File: src/rtl/core/wsa_pkg.sv
// types and constants of the wheel scroll accelerator
`timescale 1ns / 1ps
`default_nettype none

package wsa_pkg;

  typedef logic [28:0] tag_t;
  typedef logic [23:0] sum_t;
  typedef logic [23:0] pos_t;

  typedef struct packed {
    tag_t tag;
    sum_t sum;
  } entry_t;

  // configuration register indexes
  localparam logic [2:0] REG_ACCEL_ENABLE   = 3'd0;
  localparam logic [2:0] REG_ACCEL_STRENGTH = 3'd1;
  localparam logic [2:0] REG_MAX_GAIN       = 3'd2;
  localparam logic [2:0] REG_SPEED_SCALE    = 3'd3;
  localparam logic [2:0] REG_UNIT_SCALE     = 3'd4;

  // register values after reset
  localparam logic        RST_ACCEL_ENABLE   = 1'b1;
  localparam logic [11:0] RST_ACCEL_STRENGTH = 12'd256;
  localparam logic [11:0] RST_MAX_GAIN       = 12'd1024;
  localparam logic [11:0] RST_SPEED_SCALE    = 12'd256;
  localparam logic [15:0] RST_UNIT_SCALE     = 16'd256;

  // gesture and rate constants
  localparam logic [31:0] GAP_MS         = 32'd200;
  localparam logic [28:0] WINDOW_BUCKETS = 29'd10;
  localparam logic [23:0] SUM_MAX        = 24'hFFFFFF;
  localparam logic [11:0] ONE_GAIN       = 12'd256;
  localparam logic [15:0] RATE_MUL       = 16'd100;
  localparam logic [47:0] RATE_KNEE      = 48'd16384;
  localparam logic [26:0] EXCESS_CAP     = 27'h4000000;
  localparam logic [15:0] BIG_STEP       = 16'd256;

  // last direction codes
  localparam logic [1:0] DIR_NONE = 2'b00;
  localparam logic [1:0] DIR_POS  = 2'b01;
  localparam logic [1:0] DIR_NEG  = 2'b11;

endpackage

`default_nettype wire

File: src/rtl/core/wsa_ram.sv
// generic single write port ram with registered read
`timescale 1ns / 1ps
`default_nettype none

module wsa_ram #(
  parameter int WIDTH = 53,
  parameter int DEPTH = 16
) (
  input  wire logic                     clk,
  input  wire logic                     we,
  input  wire logic [$clog2(DEPTH)-1:0] waddr,
  input  wire logic [WIDTH-1:0]         wdata,
  input  wire logic [$clog2(DEPTH)-1:0] raddr,
  output logic      [WIDTH-1:0]         rdata
);

  logic [WIDTH-1:0] mem [DEPTH];

  // write port and registered read port
  always_ff @(posedge clk) begin
    if (we) begin
      mem[waddr] <= wdata;
    end
    rdata <= mem[raddr];
  end

endmodule

`default_nettype wire

File: src/rtl/core/wheel_scroll_accelerator.sv
// top level of the wheel scroll accelerator
`timescale 1ns / 1ps
`default_nettype none

// Wheel scroll accelerator: takes one scroll event per transaction and returns the
// clamped new position. Events not from the wheel and zero deltas go from S_START
// straight to S_PUT, which puts the result in the output register. A wheel event is
// worked by a small sequencer around one shared 32x16 multiplier: S_MOD to S_MOD5 find
// the bucket-to-slot remainder by reciprocal multiply, S_RD reads the history ram entry
// of that slot and S_UPD writes it back with the step added, S_SUM sweeps the history
// ram for the 80 ms rate sum, and S_G1 to S_FIN do six multiplies plus the add and
// clamp steps, before S_PUT hands the result on like any other event.
// The input stalls while an event is in work; a finished result waits in the output
// register, so the next event can be taken before it is collected. A result still held
// by out_stall when the next one is ready delays that event by the rest of the stall.
module wheel_scroll_accelerator #(
  parameter int HISTORY_SLOTS = 16
) (
  input  wire logic        clk,
  input  wire logic        rst_n,
  // input channel
  input  wire logic        in_valid,
  output logic             in_stall,
  input  wire logic        in_from_wheel,
  input  wire logic signed [15:0] in_wheel_delta,
  input  wire logic [31:0] in_event_time,
  input  wire logic [23:0] in_current_position,
  input  wire logic [23:0] in_max_position,
  // result channel
  output logic             out_valid,
  input  wire logic        out_stall,
  output logic [23:0]      out_new_position,
  // configuration write channel
  input  wire logic        cfg_valid,
  output logic             cfg_ready,
  input  wire logic [2:0]  cfg_index,
  input  wire logic [15:0] cfg_wdata
);

  localparam int SLOT_W = $clog2(HISTORY_SLOTS);
  localparam int CNT_W  = SLOT_W + 1;
  localparam int TOT_W  = 24 + SLOT_W;
  localparam int ENT_W  = $bits(wsa_pkg::entry_t);
  localparam logic [CNT_W-1:0] NSLOTS = CNT_W'(HISTORY_SLOTS);

  // sequencer states
  localparam logic [4:0] S_IDLE  = 5'd0;
  localparam logic [4:0] S_START = 5'd1;
  localparam logic [4:0] S_MOD   = 5'd2;
  localparam logic [4:0] S_RD    = 5'd3;
  localparam logic [4:0] S_UPD   = 5'd4;
  localparam logic [4:0] S_SUM   = 5'd5;
  localparam logic [4:0] S_G1    = 5'd6;
  localparam logic [4:0] S_G2    = 5'd7;
  localparam logic [4:0] S_G3    = 5'd8;
  localparam logic [4:0] S_G4    = 5'd9;
  localparam logic [4:0] S_G5    = 5'd10;
  localparam logic [4:0] S_G6    = 5'd11;
  localparam logic [4:0] S_P1    = 5'd12;
  localparam logic [4:0] S_P2    = 5'd13;
  localparam logic [4:0] S_P3    = 5'd14;
  localparam logic [4:0] S_MV    = 5'd15;
  localparam logic [4:0] S_ABS   = 5'd16;
  localparam logic [4:0] S_FIN   = 5'd17;
  localparam logic [4:0] S_PUT   = 5'd18;
  localparam logic [4:0] S_MOD2  = 5'd19;
  localparam logic [4:0] S_MOD3  = 5'd20;
  localparam logic [4:0] S_MOD4  = 5'd21;
  localparam logic [4:0] S_MOD5  = 5'd22;

  logic [4:0] state_r, state_nxt;

  // configuration registers
  logic        accel_enable_r;
  logic [11:0] accel_strength_r;
  logic [11:0] max_gain_r;
  logic [11:0] speed_scale_r;
  logic [15:0] unit_scale_r;

  // latched event
  logic        wheel_r;
  logic [15:0] delta_r;
  logic [31:0] time_r;
  logic [23:0] pos_r;
  logic [23:0] maxp_r;

  // gesture state
  logic [16:0]              frac_r;
  logic [1:0]               last_sign_r;
  logic [31:0]              last_time_r;
  logic                     active_r;
  logic [HISTORY_SLOTS-1:0] valid_r;

  // working registers
  logic             cont_r;
  logic [15:0]      mag_r;
  logic [SLOT_W-1:0] rem_r;
  logic [28:0]      part_r;
  logic [26:0]      quot_r;
  logic [CNT_W-1:0] sweep_r;
  logic [TOT_W-1:0] total_r;
  logic [47:0]      mul_r;
  logic [26:0]      excess_r;
  logic [11:0]      gain_r;
  logic [39:0]      k_r;
  logic [57:0]      acc_r;
  logic             neg_r;
  logic             mpos_r;
  logic [23:0]      res_r;
  logic             out_valid_r;
  logic [23:0]      out_pos_r;

  logic in_accept;
  logic out_free;

  assign in_accept = in_valid && !in_stall;
  assign in_stall  = (state_r != S_IDLE);
  assign out_free  = !out_valid_r || !out_stall;
  assign out_valid = out_valid_r;
  assign out_new_position = out_pos_r;
  assign cfg_ready = 1'b1;

  // configuration writes
  always_ff @(posedge clk) begin
    if (!rst_n) begin
      accel_enable_r   <= wsa_pkg::RST_ACCEL_ENABLE;
      accel_strength_r <= wsa_pkg::RST_ACCEL_STRENGTH;
      max_gain_r       <= wsa_pkg::RST_MAX_GAIN;
      speed_scale_r    <= wsa_pkg::RST_SPEED_SCALE;
      unit_scale_r     <= wsa_pkg::RST_UNIT_SCALE;
    end else if (cfg_valid && cfg_ready) begin
      unique case (cfg_index)
        wsa_pkg::REG_ACCEL_ENABLE:   accel_enable_r   <= cfg_wdata[0];
        wsa_pkg::REG_ACCEL_STRENGTH: accel_strength_r <= cfg_wdata[11:0];
        wsa_pkg::REG_MAX_GAIN:       max_gain_r       <= cfg_wdata[11:0];
        wsa_pkg::REG_SPEED_SCALE:    speed_scale_r    <= cfg_wdata[11:0];
        wsa_pkg::REG_UNIT_SCALE:     unit_scale_r     <= cfg_wdata;
        default: ;
      endcase
    end
  end

  // bucket number and its slot by reciprocal multiply
  // floor(2^35 / slots) + 1 gives the exact quotient for any 29-bit bucket
  localparam logic [63:0] SLOT_RECIP = ((64'd1 << 35) / 64'(HISTORY_SLOTS)) + 64'd1;
  localparam logic [15:0] RECIP_LO   = SLOT_RECIP[15:0];
  localparam logic [15:0] RECIP_HI   = SLOT_RECIP[31:16];
  localparam logic [15:0] SLOTS_MUL  = 16'(HISTORY_SLOTS);

  logic [28:0] bucket;
  logic [45:0] quot_sum;
  logic [28:0] rem_full;

  assign bucket   = time_r[31:3];
  assign quot_sum = mul_r[45:0] + 46'(part_r);
  assign rem_full = bucket - mul_r[28:0];

  // shared multiplier operand select
  logic [31:0] mul_a;
  logic [15:0] mul_b;
  logic [47:0] mul_prod;

  always_comb begin
    mul_a = '0;
    mul_b = '0;
    unique case (state_r)
      S_MOD: begin
        mul_a = 32'(bucket);
        mul_b = RECIP_LO;
      end
      S_MOD2: begin
        mul_a = 32'(bucket);
        mul_b = RECIP_HI;
      end
      S_MOD4: begin
        mul_a = 32'(quot_r);
        mul_b = SLOTS_MUL;
      end
      S_G1: begin
        mul_a = 32'(total_r);
        mul_b = wsa_pkg::RATE_MUL;
      end
      S_G3: begin
        mul_a = 32'(excess_r);
        mul_b = 16'(accel_strength_r);
      end
      S_G5: begin
        mul_a = 32'(unit_scale_r);
        mul_b = 16'(speed_scale_r);
      end
      S_G6: begin
        mul_a = mul_r[31:0];
        mul_b = 16'(gain_r);
      end
      S_P1: begin
        mul_a = mul_r[31:0];
        mul_b = mag_r;
      end
      S_P2: begin
        mul_a = 32'(k_r[39:32]);
        mul_b = mag_r;
      end
      default: ;
    endcase
  end

  assign mul_prod = 48'(mul_a) * 48'(mul_b);

  // history ram
  logic                  ram_we;
  logic [SLOT_W-1:0]     ram_raddr;
  logic [ENT_W-1:0]      ram_rdata;
  wsa_pkg::entry_t       rd_entry;
  wsa_pkg::entry_t       wr_entry;

  assign rd_entry = wsa_pkg::entry_t'(ram_rdata);

  wsa_ram #(
    .WIDTH (ENT_W),
    .DEPTH (HISTORY_SLOTS)
  ) u_hist_ram (
    .clk   (clk),
    .we    (ram_we),
    .waddr (rem_r),
    .wdata (ENT_W'(wr_entry)),
    .raddr (ram_raddr),
    .rdata (ram_rdata)
  );

  // gesture restart check
  logic [32:0] tdiff;
  logic        time_back;
  logic        time_gap;
  logic        reversal;
  logic        restart;
  logic [15:0] mag_in;

  assign tdiff     = {1'b0, time_r} - {1'b0, last_time_r};
  assign time_back = tdiff[32];
  assign time_gap  = !time_back && (tdiff[31:0] >= wsa_pkg::GAP_MS);
  assign reversal  = (last_sign_r == wsa_pkg::DIR_POS && delta_r[15]) ||
                     (last_sign_r == wsa_pkg::DIR_NEG && !delta_r[15]);
  assign restart   = active_r && (time_back || time_gap || reversal);
  assign mag_in    = delta_r[15] ? (~delta_r + 16'd1) : delta_r;

  // bucket update
  logic        hit;
  logic [24:0] sum_add;
  logic [23:0] sum_new;

  assign hit     = valid_r[rem_r] && (rd_entry.tag == bucket);
  assign sum_add = {1'b0, (hit ? rd_entry.sum : 24'd0)} + 25'(mag_r);
  assign sum_new = sum_add[24] ? wsa_pkg::SUM_MAX : sum_add[23:0];
  assign wr_entry.tag = bucket;
  assign wr_entry.sum = sum_new;
  assign ram_we  = (state_r == S_UPD);

  // sweep address and window test
  logic [SLOT_W-1:0] prev_idx;
  logic [29:0]       bdiff;
  logic              in_window;

  assign ram_raddr = (state_r == S_SUM) ?
                     ((sweep_r == NSLOTS) ? '0 : sweep_r[SLOT_W-1:0]) : rem_r;
  assign prev_idx  = SLOT_W'(sweep_r - CNT_W'(1));
  assign bdiff     = {1'b0, bucket} - {1'b0, rd_entry.tag};
  assign in_window = valid_r[prev_idx] && !bdiff[29] &&
                     (bdiff[28:0] < wsa_pkg::WINDOW_BUCKETS);

  // gain and excess rate
  logic [47:0] excess;
  logic [25:0] gain_raw;
  logic        accel_on;
  logic [11:0] gain_sel;

  assign excess   = (mul_r > wsa_pkg::RATE_KNEE) ? mul_r - wsa_pkg::RATE_KNEE : '0;
  assign gain_raw = 26'(wsa_pkg::ONE_GAIN) + 26'(mul_r[38:14]);
  assign accel_on = accel_enable_r && (cont_r || (mag_r > wsa_pkg::BIG_STEP));

  always_comb begin
    priority if (!accel_on) begin
      gain_sel = wsa_pkg::ONE_GAIN;
    end else if (gain_raw > 26'(max_gain_r)) begin
      gain_sel = (max_gain_r < wsa_pkg::ONE_GAIN) ? wsa_pkg::ONE_GAIN : max_gain_r;
    end else begin
      gain_sel = (gain_raw[11:0] < wsa_pkg::ONE_GAIN) ? wsa_pkg::ONE_GAIN :
                 gain_raw[11:0];
    end
  end

  // motion and final clamp
  logic [57:0] frac_sh;
  logic [25:0] whole;
  logic [27:0] target;
  logic [23:0] res_fin;
  logic        frac_clr;
  logic [15:0] frac_mag;

  assign frac_sh  = {{25{frac_r[16]}}, frac_r, 16'b0};
  assign whole    = acc_r[57:32];
  assign target   = neg_r ? (28'(pos_r) - 28'(whole)) : (28'(pos_r) + 28'(whole));
  assign frac_mag = acc_r[31:16];

  always_comb begin
    priority if (target[27]) begin
      res_fin = '0;
    end else if (target[26:0] > 27'(maxp_r)) begin
      res_fin = maxp_r;
    end else begin
      res_fin = target[23:0];
    end
  end

  assign frac_clr = ((res_fin == 24'd0) && neg_r) || ((res_fin == maxp_r) && mpos_r);

  // sequencer next state
  always_comb begin
    state_nxt = state_r;
    unique case (state_r)
      S_IDLE:  if (in_accept) state_nxt = S_START;
      S_START: begin
        if (!wheel_r || delta_r == 16'd0) begin
          state_nxt = S_PUT;
        end else begin
          state_nxt = S_MOD;
        end
      end
      S_MOD:   state_nxt = S_MOD2;
      S_MOD2:  state_nxt = S_MOD3;
      S_MOD3:  state_nxt = S_MOD4;
      S_MOD4:  state_nxt = S_MOD5;
      S_MOD5:  state_nxt = S_RD;
      S_RD:    state_nxt = S_UPD;
      S_UPD:   state_nxt = S_SUM;
      S_SUM:   if (sweep_r == NSLOTS) state_nxt = S_G1;
      S_G1:    state_nxt = S_G2;
      S_G2:    state_nxt = S_G3;
      S_G3:    state_nxt = S_G4;
      S_G4:    state_nxt = S_G5;
      S_G5:    state_nxt = S_G6;
      S_G6:    state_nxt = S_P1;
      S_P1:    state_nxt = S_P2;
      S_P2:    state_nxt = S_P3;
      S_P3:    state_nxt = S_MV;
      S_MV:    state_nxt = S_ABS;
      S_ABS:   state_nxt = S_FIN;
      S_FIN:   state_nxt = S_PUT;
      S_PUT:   if (out_free) state_nxt = S_IDLE;
      default: state_nxt = S_IDLE;
    endcase
  end

  // control state and gesture state
  always_ff @(posedge clk) begin
    if (!rst_n) begin
      state_r     <= S_IDLE;
      out_valid_r <= 1'b0;
      frac_r      <= '0;
      last_sign_r <= wsa_pkg::DIR_NONE;
      last_time_r <= '0;
      active_r    <= 1'b0;
      valid_r     <= '0;
    end else begin
      state_r <= state_nxt;
      if (state_r == S_PUT && out_free) begin
        out_valid_r <= 1'b1;
      end else if (out_valid_r && !out_stall) begin
        out_valid_r <= 1'b0;
      end
      if (state_r == S_START && wheel_r && delta_r != 16'd0) begin
        if (restart) begin
          frac_r  <= '0;
          valid_r <= '0;
        end
        active_r    <= 1'b1;
        last_time_r <= time_r;
        last_sign_r <= delta_r[15] ? wsa_pkg::DIR_NEG : wsa_pkg::DIR_POS;
      end
      if (state_r == S_UPD) begin
        valid_r[rem_r] <= 1'b1;
      end
      if (state_r == S_FIN) begin
        frac_r <= frac_clr ? 17'd0 :
                  (neg_r ? (17'd0 - {1'b0, frac_mag}) : {1'b0, frac_mag});
      end
    end
  end

  // datapath registers
  always_ff @(posedge clk) begin
    mul_r <= mul_prod;
    if (in_accept) begin
      wheel_r <= in_from_wheel;
      delta_r <= in_wheel_delta;
      time_r  <= in_event_time;
      pos_r   <= in_current_position;
      maxp_r  <= in_max_position;
    end
    if (state_r == S_PUT && out_free) begin
      out_pos_r <= res_r;
    end
    unique case (state_r)
      S_START: begin
        cont_r    <= active_r && !restart;
        mag_r     <= mag_in;
        res_r     <= (!wheel_r && maxp_r < pos_r) ? maxp_r : pos_r;
      end
      S_MOD2: part_r <= mul_r[44:16];
      S_MOD3: quot_r <= quot_sum[45:19];
      S_MOD5: rem_r  <= rem_full[SLOT_W-1:0];
      S_UPD: begin
        sweep_r <= '0;
        total_r <= '0;
      end
      S_SUM: begin
        if (sweep_r != '0 && in_window) begin
          total_r <= total_r + TOT_W'(rd_entry.sum);
        end
        sweep_r <= sweep_r + CNT_W'(1);
      end
      S_G2:  excess_r <= (excess > 48'(wsa_pkg::EXCESS_CAP)) ? wsa_pkg::EXCESS_CAP :
                         excess[26:0];
      S_G4:  gain_r <= gain_sel;
      S_P1:  k_r <= mul_r[39:0];
      S_P2:  acc_r <= 58'(mul_r);
      S_P3:  acc_r <= acc_r + (58'(mul_r[23:0]) << 32);
      S_MV:  acc_r <= delta_r[15] ? (frac_sh + acc_r) : (frac_sh - acc_r);
      S_ABS: begin
        neg_r  <= acc_r[57];
        mpos_r <= !acc_r[57] && (acc_r != '0);
        acc_r  <= acc_r[57] ? (58'd0 - acc_r) : acc_r;
      end
      S_FIN: res_r <= res_fin;
      default: ;
    endcase
  end

endmodule

`default_nettype wire

File: config.mk
export PLATFORM = sky130hd
export DESIGN_NAME = wheel_scroll_accelerator
export DESIGN_NICKNAME = d
export VERILOG_FILES = /design/src/rtl/core/wsa_pkg.sv /design/src/rtl/core/wsa_ram.sv /design/src/rtl/core/wheel_scroll_accelerator.sv
export SDC_FILE = /design/constraint.sdc
export NUM_CORES = 2
export LEC_CHECK = 0
export BUFFER_PORTS_ARGS = -buffer_cell sky130_fd_sc_hd__buf_2
export CELL_PAD_IN_SITES_DETAIL_PLACEMENT = 0
export CELL_PAD_IN_SITES_GLOBAL_PLACEMENT = 2
export CORE_AREA = 2 2 447 449
export CTS_CLUSTER_DIAMETER = 200
export DETAILED_ROUTE_END_ITERATION = 16
export DIE_AREA = 0 0 449 451
export GPL_TIMING_DRIVEN = 0
export PLACE_DENSITY = 0.89
export SLEW_MARGIN = 5
export SYNTH_ARGS = -nofsm -noshare
export SYNTH_HDL_FRONTEND = slang
export SYNTH_SLANG_ARGS = --single-unit
File: constraint.sdc
create_clock -name clk -period 16.5 [get_ports clk]
set_input_delay 3.3 -clock clk [delete_from_list [all_inputs] [get_ports clk]]
set_output_delay 3.3 -clock clk [all_outputs]
set_load 0.02 [all_outputs]
==> metrics.yaml <==
outcome:
  outcome: "finished clean"
finish:
  syn2layout_area_growth_pct: 11.37
  nets: 10196
  multi_input_area_sq_mm: 0.04510
  n_fill_cell: 18176
  final-seq-area_sq_mm: 0.04088
  final_common_cell: "nand2_1"
  layout-drive-gt1-share_pct: 5.956
  fin_util_pct: 50.79
  stdcell_count: 11975
  layout_common_cells: "1,262 x nand2_1, 1,210 x edfxtp_1, 737 x inv_1"
global_routing:
  grt.total_usage_pct: 30.54
  grt_overflow_total: 0
  grt_first_pass_wirelength_mm: 460.0
  grt_max_degree: 34
  antenna_found_initial: 28
  grt_pass1_vias: 69508
floorplanning:
  core_sq_mm: 0.1982
  fp.dieW_um: 449
  boundaryPins: 148
  initial_core_util_pct: 45.60
  die_h_um: 451
  num_rows: 164
  dieArea_sq_mm: 0.2025
clock_tree:
  clock_tree.htree_level_count: 4
  clock_path_buffers: 3
  ctsResizeCount: 0
  root_buffer: "clkbuf_16"
  clk_pin_slew_ns: 0.06
  cts_tree: "yes"
  post_cts_buffers: 0
  cts_inserted_buffers: 150
  cts_sinks: 1437
  ctsHoldBuffers: 0
  clock_latency_ns: 0.83
pwr:
  internal_power_uw: 6631
  ir_drop_v: 0.00009247
  p_seq_share_pct: 45.6
  clkPwrFrac_pct: 36.1
  combPwrFrac_pct: 18.3
  finalPower_uw: 9553
  pwr_density_cell_mw_per_mm2: 94.90
  power.leakage_uw: 0.03826
  swShare_pct: 30.59
  switchingPower_uw: 2922
timing:
  worst_pin_slew_ns: 1.490
  min_period_over_period_pct: 70.82
  whs_ns: 0.4203
  max_freq_mhz: 85.57
  rsz0062_at_grt: "no"
  min_period_ns: 11.69
  max-slew-margin-rel_pct: 0.6829
  finalMaxSlewViolations: 0
  skew_ns: 0.07312
  finalHoldViolations: 0
  fin_tns_setup_ns: 0
  finalSetupViolations: 0
setup_path:
  critical_path.max_fanout: 10
  crit_top_cell: "fa_1"
  endpoint_kind: "flip-flop"
  path_class: "flip-flop to flip-flop"
  crit_buf_inv: 11
  cp_slowest_stage_delay_ns: 0.75
  r2r_cells: 35
  r2r-start: "state_r[4]$_SDFFE_PN0P_"
  required_ns: 17.17
  r2r_end: "mul_r[46]$_DFF_P_"
  cp_top_family: "adder cells"
  worst_ep_arrival_time_ns: 12.36
  slowest_stage: "clkbuf_1"
  regToRegSetupSlack_ns: 4.81
  worstSetupStartpointType: "flip-flop"
synth:
  synth.cell_area_sq_mm: 0.09039
  synth_flop_cell: "edfxtp_1"
  synth_edf_count: 1210
  async_reset_ff_share_pct: 0
  yosysWarnings: 0
  synth_area_per_cell_sq_um: 10.26
  netlist_instances: 8813
  ys_types: 100
  yosysSeqAreaShare_pct: 45.22
  synth_fp_nets: 9836
  ys_ff_latch: 1437
run:
  drv_cap: 0
routing:
  wirelength_mm: 315.0
  drc_errors: 0
  drt-pass1-iter-count: 8
  wl_per_cell_um: 26.30
  drt_first_iter_violations: 6983
  vias: 70822
  routed_via_density: 5.914
  antenna_left: 0
place:
  post-dp-hpwl_mm: 239.7
  place_congestion: 0.9443
  io_buffers: 146
  placed_cells: 11676
hold_path:
  holdPathStages: 0
  hp-start: "res_r[19]$_DFFE_PP_"
  holdCritPathClass: "flip-flop to flip-flop"
  min_to: "out_new_position[19]$_DFFE_PP_"
==> cell usage after synthesis, drive strengths merged (18+ instances only) <==
| cell type | number | area share [%] |
|---|---|---|
| nand2 | 1263 | 5.2 |
| edfxtp | 1210 | 40 |
| inv | 737 | 3.1 |
| nor2 | 558 | 2.3 |
| a21oi | 509 | 2.8 |
| ha | 475 | 6.6 |
| clkbuf | 438 | 1.8 |
| fa | 427 | 9.5 |
| a211oi | 321 | 2.7 |
| and2 | 283 | 2.0 |
| o21ai | 273 | 1.5 |
| xnor2 | 245 | 2.4 |
| dfxtp | 227 | 5.0 |
| a31oi | 152 | 1.1 |
| nand3 | 144 | 0.80 |
| nor3 | 129 | 0.71 |
| a311oi | 117 | 1.1 |
| a21o | 109 | 0.91 |
| xor2 | 75 | 0.73 |
| nand2b | 72 | 0.50 |
| mux2i | 68 | 0.75 |
| nand4 | 68 | 0.47 |
| nor2b | 63 | 0.44 |
| a22oi | 61 | 0.51 |
| nor4 | 61 | 0.44 |
| o21a | 58 | 0.48 |
| or3 | 55 | 0.38 |
| o22ai | 44 | 0.30 |
| and3 | 40 | 0.28 |
| buf | 37 | 0.21 |
| o211ai | 36 | 0.30 |
| o21bai | 30 | 0.25 |
| o31ai | 26 | 0.22 |
| a22o | 25 | 0.24 |
| or2 | 25 | 0.17 |
| a221oi | 24 | 0.23 |
| or4 | 24 | 0.20 |
| a222oi | 20 | 0.22 |
| a2111oi | 19 | 0.20 |
| and4 | 19 | 0.19 |
| nand3b | 19 | 0.16 |
| o2bb2ai | 18 | 0.17 |
==> worst register-to-register path, delay by kind of cell (launching register included) <==
family                     cells  cell delay [ns]
DFF                            1             0.32
AOI/OAI and AO/OA              8             2.80
buffers and inverters         11             3.24
adders and majority gates      7             3.50
xor gates and xnor gates       1             0.11
and+or+nand+nor                8             1.60
==> worst max path at each step <==
stage                             from  cells after the start                 to
2_1_floorplan  state_r[4]$_SDFFE_PN0P_                     25  mul_r[41]$_DFF_P_
3_3_place_gp   state_r[4]$_SDFFE_PN0P_                     29  mul_r[41]$_DFF_P_
3_5_place_dp   state_r[4]$_SDFFE_PN0P_                     35  mul_r[46]$_DFF_P_
4_1_cts        state_r[4]$_SDFFE_PN0P_                     35  mul_r[46]$_DFF_P_
5_1_grt        state_r[4]$_SDFFE_PN0P_                     35  mul_r[46]$_DFF_P_
6_report       state_r[4]$_SDFFE_PN0P_                     35  mul_r[46]$_DFF_P_
==> area by class of cell <==
type,instances,area share (%)
multi-input combinational,6162,44.80
sequential,1437,40.61
clock buffer,202,4.066
tap,2656,3.301
inverter,739,2.756
buffer,475,1.821
timing repair buffer,208,1.702
clock inverter,79,0.8999
antenna,17,0.04226
==> sequential cells by signal, indices dropped and copies added, names as in the netlist, 16 cells and up <==
name	count
out_new_position	24
valid_r	16
mag_r	16
u_hist_ram.rdata	53
mul_r	48
res_r	24
time_r	32
u_hist_ram.mem	848
frac_r	17
maxp_r	24
quot_r	27
pos_r	24
part_r	29
excess_r	27
acc_r	58
total_r	28
last_time_r	32
unit_scale_r	16
delta_r	16
==> per-stage QoR <==
step                      cell area (sq um)  worst slack (ns)
after floorplan                       90390             8.132
after global placement                94450             5.027
after detailed placement              95580             5.094
after CTS                            100600             5.056
after global routing                 100700             4.276
final                                100700             4.814
==> power by group through the flow <==
stage / Clock (uW) / Sequential (uW) / Combinational (uW)
after CTS: 3480 / 4350 / 1710
after global routing: 3620 / 4360 / 1900
final: 3450 / 4360 / 1740
after detailed placement: 0 / 4430 / 1700
after floorplan: 0 / 4290 / 1160
after global placement: 0 / 4450 / 1660
==> cell families after synthesis <==
group	synth area share (%)
AOI/OAI and AO/OA	14.86
xor gates and xnor gates	3.175
adders and majority gates	16.03
buffers and inverters	5.096
DFF	45.22
muxes	1.064
other	0.004148
and+or+nand+nor	14.55
==> routing by layer <==
metal	wire length (um)	global-route usage, %
met1	126000	39.24
met2	149700	50.84
met3	20920	3.668
met4	18360	15.74
met5	13	0
No activity file was read; power rests on OpenSTA's default activity.
